<file path="src/design/kbkt_pkg.sv">
// ----------------------------------------------------------------------------
// K-bucket table package
// Shared widths, operation and status codes, and the controller state type.
// ----------------------------------------------------------------------------
package kbkt_pkg;

    localparam int KEY_W    = 64;
    localparam int CNT_W    = 6;
    localparam int ACT_W    = 2;
    localparam int STAT_W   = 3;
    localparam int S_DATA_W = 2 * KEY_W;
    localparam int M_DATA_W = 72;

    localparam logic [CNT_W-1:0] LIMIT_RESET = 6'd20;

    localparam logic [ACT_W-1:0] ACT_TOUCH   = 2'd0;
    localparam logic [ACT_W-1:0] ACT_REMOVE  = 2'd1;
    localparam logic [ACT_W-1:0] ACT_REPLACE = 2'd2;

    localparam logic [STAT_W-1:0] ST_MOVED    = 3'd0;
    localparam logic [STAT_W-1:0] ST_ADDED    = 3'd1;
    localparam logic [STAT_W-1:0] ST_FULL     = 3'd2;
    localparam logic [STAT_W-1:0] ST_REMOVED  = 3'd3;
    localparam logic [STAT_W-1:0] ST_REPLACED = 3'd4;
    localparam logic [STAT_W-1:0] ST_NOTFOUND = 3'd5;

    typedef enum logic [2:0] {
        S_IDLE,
        S_SEARCH,
        S_SHIFT,
        S_WRITE,
        S_DONE
    } kbkt_state_t;

endpackage

</file>
<file path="src/design/kbkt_ram.sv">
// ----------------------------------------------------------------------------
// Generic simple dual-port RAM
// One write port and one read port with registered read data.
// ----------------------------------------------------------------------------
module kbkt_ram #(
    parameter int DATA_W = 64,
    parameter int DEPTH  = 32
) (
    input  logic                     clk,
    input  logic                     wr_en,
    input  logic [$clog2(DEPTH)-1:0] wr_addr,
    input  logic [DATA_W-1:0]        wr_data,
    input  logic [$clog2(DEPTH)-1:0] rd_addr,
    output logic [DATA_W-1:0]        rd_data
);

    logic [DATA_W-1:0] mem [DEPTH];

    always_ff @(posedge clk)
    begin
        if (wr_en)
        begin
            mem[wr_addr] <= wr_data;
        end
        rd_data <= mem[rd_addr];
    end

endmodule

</file>
<file path="src/design/kademlia_kbucket_lru_table.sv">
// ----------------------------------------------------------------------------
// Kademlia k-bucket LRU peer table
// Keeps peer keys from least to most recently seen in one RAM and performs
// touch, remove and replace operations by search, shift and write-back.
// ----------------------------------------------------------------------------
// Channel   Direction  Content
// s_axis    in         tuser: action; tdata: node_key, new_key
// m_axis    out        tuser: status; tdata: entry_count, is_full, oldest_key
// cfg       in         bucket_limit write
//
// For a table of N entries, the search reads one entry per cycle up to the
// match, and a remove or move-to-back then shifts the later entries down one per
// cycle through the single RAM read port, so each entry is visited once. The
// next input transfer is taken only once the table is back in idle.
// A result that still waits on m_axis holds the table in its last step.
// Reset empties the table at once.
// ----------------------------------------------------------------------------
module kademlia_kbucket_lru_table #(
    parameter int MAX_ENTRIES = 32
) (
    input  logic                            clk,
    input  logic                            rst_n,
    input  logic                            s_axis_tvalid,
    output logic                            s_axis_tready,
    // node_key [63:0], new_key [127:64]
    input  logic [kbkt_pkg::S_DATA_W-1:0]   s_axis_tdata,
    // action [1:0]
    input  logic [kbkt_pkg::ACT_W-1:0]      s_axis_tuser,
    output logic                            m_axis_tvalid,
    input  logic                            m_axis_tready,
    // entry_count [5:0], is_full [6], oldest_key [70:7], zero [71]
    output logic [kbkt_pkg::M_DATA_W-1:0]   m_axis_tdata,
    // status [2:0]
    output logic [kbkt_pkg::STAT_W-1:0]     m_axis_tuser,
    input  logic                            cfg_we,
    input  logic [kbkt_pkg::CNT_W-1:0]      cfg_wdata
);

    import kbkt_pkg::*;

    localparam int IW = $clog2(MAX_ENTRIES);

    kbkt_state_t         state_reg, state_next;

    logic [CNT_W-1:0]    limit_reg;
    logic [CNT_W-1:0]    total_reg;
    logic [CNT_W-1:0]    ptr_reg;
    logic [CNT_W-1:0]    pend_idx_reg;
    logic                pend_reg;
    logic [CNT_W-1:0]    wr_idx_reg;
    logic [KEY_W-1:0]    wr_key_reg;
    logic [ACT_W-1:0]    act_reg;
    logic [KEY_W-1:0]    key_reg;
    logic [KEY_W-1:0]    nkey_reg;
    logic [STAT_W-1:0]   status_reg;
    logic [KEY_W-1:0]    oldest_reg;

    logic                out_valid_reg;
    logic [M_DATA_W-1:0] out_data_reg;
    logic [STAT_W-1:0]   out_user_reg;

    logic [CNT_W-1:0]    eff_lim;
    logic                hit;
    logic                more;
    logic                miss;
    logic                at_limit;
    logic                out_load;
    logic                in_xfer;

    logic                ram_wr_en;
    logic [IW-1:0]       ram_wr_addr;
    logic [KEY_W-1:0]    ram_wr_data;
    logic [IW-1:0]       ram_rd_addr;
    logic [KEY_W-1:0]    ram_rd_data;

    kbkt_ram #(
        .DATA_W (KEY_W),
        .DEPTH  (MAX_ENTRIES)
    ) u_keys (
        .clk     (clk),
        .wr_en   (ram_wr_en),
        .wr_addr (ram_wr_addr),
        .wr_data (ram_wr_data),
        .rd_addr (ram_rd_addr),
        .rd_data (ram_rd_data)
    );

    assign eff_lim  = (32'(limit_reg) > MAX_ENTRIES) ? CNT_W'(MAX_ENTRIES) : limit_reg;
    assign hit      = pend_reg && (ram_rd_data == key_reg);
    assign more     = ptr_reg < total_reg;
    assign miss     = !pend_reg && !more;
    assign at_limit = total_reg >= eff_lim;
    assign out_load = !out_valid_reg || m_axis_tready;
    assign in_xfer  = s_axis_tvalid && s_axis_tready;

    assign m_axis_tvalid = out_valid_reg;
    assign m_axis_tdata  = out_data_reg;
    assign m_axis_tuser  = out_user_reg;

    always_comb
    begin
        state_next = state_reg;
        case (state_reg)
            S_IDLE:
            begin
                if (s_axis_tvalid)
                begin
                    state_next = S_SEARCH;
                end
            end
            S_SEARCH:
            begin
                if (hit)
                begin
                    case (act_reg)
                        ACT_TOUCH, ACT_REMOVE: state_next = S_SHIFT;
                        ACT_REPLACE:           state_next = S_WRITE;
                        default:               state_next = S_DONE;
                    endcase
                end
                else if (miss)
                begin
                    if (act_reg == ACT_TOUCH && !at_limit)
                    begin
                        state_next = S_WRITE;
                    end
                    else
                    begin
                        state_next = S_DONE;
                    end
                end
            end
            S_SHIFT:
            begin
                if (miss)
                begin
                    state_next = (act_reg == ACT_REMOVE) ? S_DONE : S_WRITE;
                end
            end
            S_WRITE:
            begin
                state_next = S_DONE;
            end
            S_DONE:
            begin
                if (out_load)
                begin
                    state_next = S_IDLE;
                end
            end
            default:
            begin
                state_next = S_IDLE;
            end
        endcase
    end

    always_comb
    begin
        s_axis_tready = 1'b0;
        ram_rd_addr   = IW'(ptr_reg);
        ram_wr_en     = 1'b0;
        ram_wr_addr   = IW'(wr_idx_reg);
        ram_wr_data   = wr_key_reg;
        case (state_reg)
            S_IDLE:
            begin
                s_axis_tready = 1'b1;
            end
            S_SHIFT:
            begin
                ram_wr_en   = pend_reg;
                ram_wr_addr = IW'(pend_idx_reg - 1'b1);
                ram_wr_data = ram_rd_data;
            end
            S_WRITE:
            begin
                ram_wr_en = 1'b1;
            end
            default:
            begin
                ram_wr_en = 1'b0;
            end
        endcase
    end

    always_ff @(posedge clk or negedge rst_n)
    begin
        if (!rst_n)
        begin
            state_reg     <= S_IDLE;
            limit_reg     <= LIMIT_RESET;
            total_reg     <= '0;
            ptr_reg       <= '0;
            pend_idx_reg  <= '0;
            pend_reg      <= 1'b0;
            wr_idx_reg    <= '0;
            wr_key_reg    <= '0;
            status_reg    <= ST_NOTFOUND;
            out_valid_reg <= 1'b0;
        end
        else
        begin
            state_reg <= state_next;
            if (cfg_we)
            begin
                limit_reg <= cfg_wdata;
            end
            if (state_reg == S_DONE && out_load)
            begin
                out_valid_reg <= 1'b1;
            end
            else if (out_valid_reg && m_axis_tready)
            begin
                out_valid_reg <= 1'b0;
            end
            case (state_reg)
                S_IDLE:
                begin
                    if (in_xfer)
                    begin
                        ptr_reg  <= '0;
                        pend_reg <= 1'b0;
                        if (total_reg > eff_lim)
                        begin
                            total_reg <= eff_lim;
                        end
                    end
                end
                S_SEARCH:
                begin
                    if (hit)
                    begin
                        pend_reg <= 1'b0;
                        ptr_reg  <= pend_idx_reg + 1'b1;
                        case (act_reg)
                            ACT_TOUCH:
                            begin
                                status_reg <= ST_MOVED;
                                wr_idx_reg <= total_reg - 1'b1;
                                wr_key_reg <= key_reg;
                            end
                            ACT_REMOVE:
                            begin
                                status_reg <= ST_REMOVED;
                            end
                            ACT_REPLACE:
                            begin
                                status_reg <= ST_REPLACED;
                                wr_idx_reg <= pend_idx_reg;
                                wr_key_reg <= nkey_reg;
                            end
                            default:
                            begin
                                status_reg <= ST_NOTFOUND;
                            end
                        endcase
                    end
                    else if (miss)
                    begin
                        if (act_reg == ACT_TOUCH)
                        begin
                            if (at_limit)
                            begin
                                status_reg <= ST_FULL;
                            end
                            else
                            begin
                                status_reg <= ST_ADDED;
                                wr_idx_reg <= total_reg;
                                wr_key_reg <= key_reg;
                                total_reg  <= total_reg + 1'b1;
                            end
                        end
                        else
                        begin
                            status_reg <= ST_NOTFOUND;
                        end
                    end
                    else if (more)
                    begin
                        pend_reg     <= 1'b1;
                        pend_idx_reg <= ptr_reg;
                        ptr_reg      <= ptr_reg + 1'b1;
                    end
                    else
                    begin
                        pend_reg <= 1'b0;
                    end
                end
                S_SHIFT:
                begin
                    if (more)
                    begin
                        pend_reg     <= 1'b1;
                        pend_idx_reg <= ptr_reg;
                        ptr_reg      <= ptr_reg + 1'b1;
                    end
                    else
                    begin
                        pend_reg <= 1'b0;
                        if (!pend_reg && act_reg == ACT_REMOVE)
                        begin
                            total_reg <= total_reg - 1'b1;
                        end
                    end
                end
                default:
                begin
                    pend_reg <= pend_reg;
                end
            endcase
        end
    end

    always_ff @(posedge clk)
    begin
        if (in_xfer)
        begin
            act_reg  <= s_axis_tuser;
            key_reg  <= s_axis_tdata[KEY_W-1:0];
            nkey_reg <= s_axis_tdata[S_DATA_W-1:KEY_W];
        end
        if (ram_wr_en && ram_wr_addr == '0)
        begin
            oldest_reg <= ram_wr_data;
        end
        if (state_reg == S_DONE && out_load)
        begin
            out_user_reg <= status_reg;
            out_data_reg <= {1'b0,
                             (total_reg != '0) ? oldest_reg : {KEY_W{1'b0}},
                             at_limit,
                             total_reg};
        end
    end

endmodule
</file>
<file path="config.mk">
export PLATFORM = sky130hd
export DESIGN_NAME = kademlia_kbucket_lru_table
export DESIGN_NICKNAME = d
export VERILOG_FILES = /design/src/design/kbkt_pkg.sv /design/src/design/kbkt_ram.sv /design/src/design/kademlia_kbucket_lru_table.sv
export SDC_FILE = /design/constraint.sdc
export NUM_CORES = 2
export LEC_CHECK = 0
export BUFFER_PORTS_ARGS = -buffer_cell sky130_fd_sc_hd__clkbuf_2
export CORE_ASPECT_RATIO = 1.25
export CORE_MARGIN = 4
export CORE_UTILIZATION = 25
export DETAILED_ROUTE_END_ITERATION = 7
export GPL_ROUTABILITY_DRIVEN = 0
export GPL_TIMING_DRIVEN = 0
export SLEW_MARGIN = 20
export SYNTH_ARGS = -nofsm -noshare
export SYNTH_HDL_FRONTEND = slang
export SYNTH_SLANG_ARGS = --single-unit
</file>
<file path="constraint.sdc">
create_clock -name clk -period 6.5 [get_ports clk]
set_input_delay 0.325 -clock clk [delete_from_list [all_inputs] [get_ports clk]]
set_output_delay 0.325 -clock clk [all_outputs]
set_load 0.03 [all_outputs]
</file>
==> reports/qor.yml <==
port_buffers: 215
drt_iter0_markers: 7298
path_max_fanout: 10
p_seq_frac: 0.431
dr.pass1.iters: 8
crit_path_start_kind: "register"
post-route-period-util: 0.819
setup_viol: 0
fin_area_mm2: 0.117
clock-sinks: 2481
initial_core_util: 0.251
synth_cell_type_count: 68
violations: "DRC"
worstMarginPinSlew_ns: 1.22
cts-buffers-inserted: 270
core_area_mm2: 0.377
post_dp_cell_area_mm2: 0.107
antenna_found_initial: 34
root_buffer: "clkbuf_16"
status: "finished with violations"
synth-edff-count: 2316
critical_path_class: "register to register"
layout_min_cycle_time_ns: 5.32
post_drt_wl_per_cell_um: 28.9
overflow: 0
skew_ns: 0.0678
maxSlewHeadroom: 0.184
syn_inst: 4236
arrival_ns: 6.10
area_delta_synth_final_pct: 23.1
clkSlewWorstSetupHoldPaths_ns: 0.07
pre_cts_slack_ns: 1.35
wl_um: 295000
dieArea_mm2: 0.390
slew_violations: 0
syn_area_per_cell_um2: 22.4
track_usage: 0.147
grt_first_pass_wirelength_um: 405000
regMostFlops: "u_keys.mem"
grt_pass1_vias: 49300
post_cts_buffers: 0
drive_gt1_frac: 0.317
leakage_nw: 37.5
dp_hpwl_um: 205000
vias: 48900
switching_share: 0.308
num_rows: 252
required_ns: 7.28
intPower_w: 0.0330
powerDensity_mw_per_mm2: 408
ios: 218
synth-warning-count: 0
ys.flop_type: "edfxtp_1"
grt_setup_unrepaired: "no"
fp.dieH_um: 697
ir_drop_v: 0.000209
clockBufferDepth: 4
setup.worst_path.end_class: "register"
combPwrFrac: 0.249
setup_slack_ns: 1.18
nets: 5198
drc: 45
cts_tree: "done"
die-width_um: 559
clk_latency_ns: 0.91
synth_seq_cells: 2481
fmax_ghz: 0.188
grt_max_degree: 61
largest_reg_flops: 2048
p_sw_w: 0.0147
yosysSeqAreaShare: 0.773
synth_area_mm2: 0.0949
ys_async_sr_fraction: 0.0407
clkPwrFrac: 0.320
postRouteAntennaNets: 0
hp-class: "primary input to register"
viasPerCell: 4.79
maxCapViolations: 0
nFillCells: 35700
synth_fp_nets: 4394
hold_viol_final: 0
htree_num_levels: 5
## cells in the final DEF, fill, tap and decap left out, drive strengths merged, types with 31 or more instances in the layout
cell type	netlist	routed
edfxtp	2316	2316
clkbuf	143	715
mux4	640	640
nand2	237	237
buf	63	219
mux2	209	209
dlygate4sd3	0	147
clkinv	0	100
dfrtp	97	97
nor2	67	67
and2	65	65
dfxtp	64	64
xor2	51	51
inv	19	40
o21ai	31	31
## stage by stage
stage,TNS (ns),instances,hold WS [ns],utilization,total power (W)
after global routing,0,10200,0.103,0.310,0.0493
final,0,10200,0.149,0.310,0.0477
after detailed placement,0,9572,0.393,0.282,0.0326
after floorplan,0,4236,0.0294,-,0.0275
after global placement,-7228.67,9404,0.467,0.271,0.0322
after CTS,0,10200,0.0843,0.309,0.0479
## final timing paths
| check | from | end | slack, ns | cells after the start |
|---|---|---|---|---|
| worst max-delay path | key_reg[61] | wr_idx_reg[3] | 1.18 | 9 |
| worst min-delay path | s_axis_tdata[74] | nkey_reg[10] | 0.15 | 2 |
| worst max register to register | key_reg[61] | wr_idx_reg[3] | 1.18 | 9 |
| worst min register to register | wr_key_reg[20] | wr_key_reg[20] | 0.49 | 1 |
| max in group asynchronous | rst_n | limit_reg[3] | 4.89 | 4 |
| min in group asynchronous | rst_n | wr_key_reg[56] | 0.57 | 3 |
## what timing repair did
item | CTS | global route
hold buffers | 147 | 0
setup endpoints to repair | 0 | 0
hold endpoints to repair | 235 | 0
gates resized for setup | 0 | 0
## synthesized netlist by cell type (all sizes together) (3+ instances only)
cell | number | area share
edfxtp | 2316 | 0.73
mux4 | 640 | 0.15
nand2 | 237 | 0.0094
mux2 | 209 | 0.025
clkbuf | 143 | 0.0057
dfrtp | 97 | 0.026
nor2 | 67 | 0.0027
and2 | 65 | 0.0043
dfxtp | 64 | 0.014
buf | 63 | 0.0032
xor2 | 51 | 0.0047
o21ai | 31 | 0.0016
a21oi | 23 | 0.0012
nor4 | 23 | 0.0016
inv | 19 | 0.00075
ha | 17 | 0.0022
nand3 | 17 | 0.00090
nor2b | 16 | 0.0011
nand2b | 14 | 0.00092
xnor2 | 14 | 0.0013
nor3 | 11 | 0.00075
nand4 | 8 | 0.00053
a31oi | 6 | 0.00040
o2111ai | 5 | 0.00046
o21a | 5 | 0.00040
o31ai | 5 | 0.00040
or2 | 5 | 0.00033
dfstp | 4 | 0.0011
o221ai | 4 | 0.00037
or4 | 4 | 0.00036
a2111oi | 3 | 0.00028
a211oi | 3 | 0.00024
a21o | 3 | 0.00024
a221oi | 3 | 0.00028
a22oi | 3 | 0.00024
o211ai | 3 | 0.00024
o22ai | 3 | 0.00020
or3 | 3 | 0.00020
or4b | 3 | 0.00032
## logic make-up (layout without fill, tap and decap cells)
kind of cell    Yosys count  in the layout  share of synthesized area
fa+ha+maj                17             17                    0.00224
compound gates          112            112                    0.00773
flops                  2481           2481                      0.773
simple gates            485            485                     0.0243
mux                     850            850                      0.177
xor+xnor                 65             65                    0.00600
other cells               1              8                  0.0000395
buf+inv                 225           1248                    0.00965
## power groups by stage
| stage | sequential, W | clock [W] | combinational (W) |
|---|---|---|---|
| floorplan | 0.0203 | 0 | 0.00713 |
| global placement | 0.0209 | 0 | 0.0113 |
| detailed placement | 0.0208 | 0 | 0.0117 |
| CTS | 0.0205 | 0.0155 | 0.0119 |
| global route | 0.0206 | 0.0162 | 0.0125 |
| finish | 0.0205 | 0.0153 | 0.0119 |
## layout make-up
type | instances | area [µm²] | area share
well taps | 4953 | 6200 | 0.0530
plain buffers | 206 | 936 | 0.00801
diodes | 7 | 17.5 | 0.000150
flip-flops and latches | 2481 | 73400 | 0.628
repair buffers | 532 | 6620 | 0.0566
clock inverters | 148 | 1420 | 0.0121
inverters | 19 | 71.3 | 0.000610
multi-input cells | 1530 | 20900 | 0.179
clock buffers | 343 | 7320 | 0.0627
## critical path, cell delays in order (launching register included)
cell      delay, ns
edfxtp_1       0.44
xnor2_1        0.91
nand3_1        0.18
or4_1          0.57
nor4_2         0.82
a21oi_1        0.23
nor3_2         0.85
buf_4          0.48
buf_6          0.30
mux2_2         0.38
## routing by layer
| metal | GRT usage | share of wire | up-vias |
|---|---|---|---|
| met1 | 0.189 | 0.38 | 26100 |
| met3 | 0.0420 | 0.10 | 640 |
| met5 | 0 | 0.00031 | - |
| li1 | - | - | 19300 |
| met2 | 0.235 | 0.47 | 2813 |
| met4 | 0.0595 | 0.046 | 14 |
Note: power is estimated with default switching activity, not from simulation.
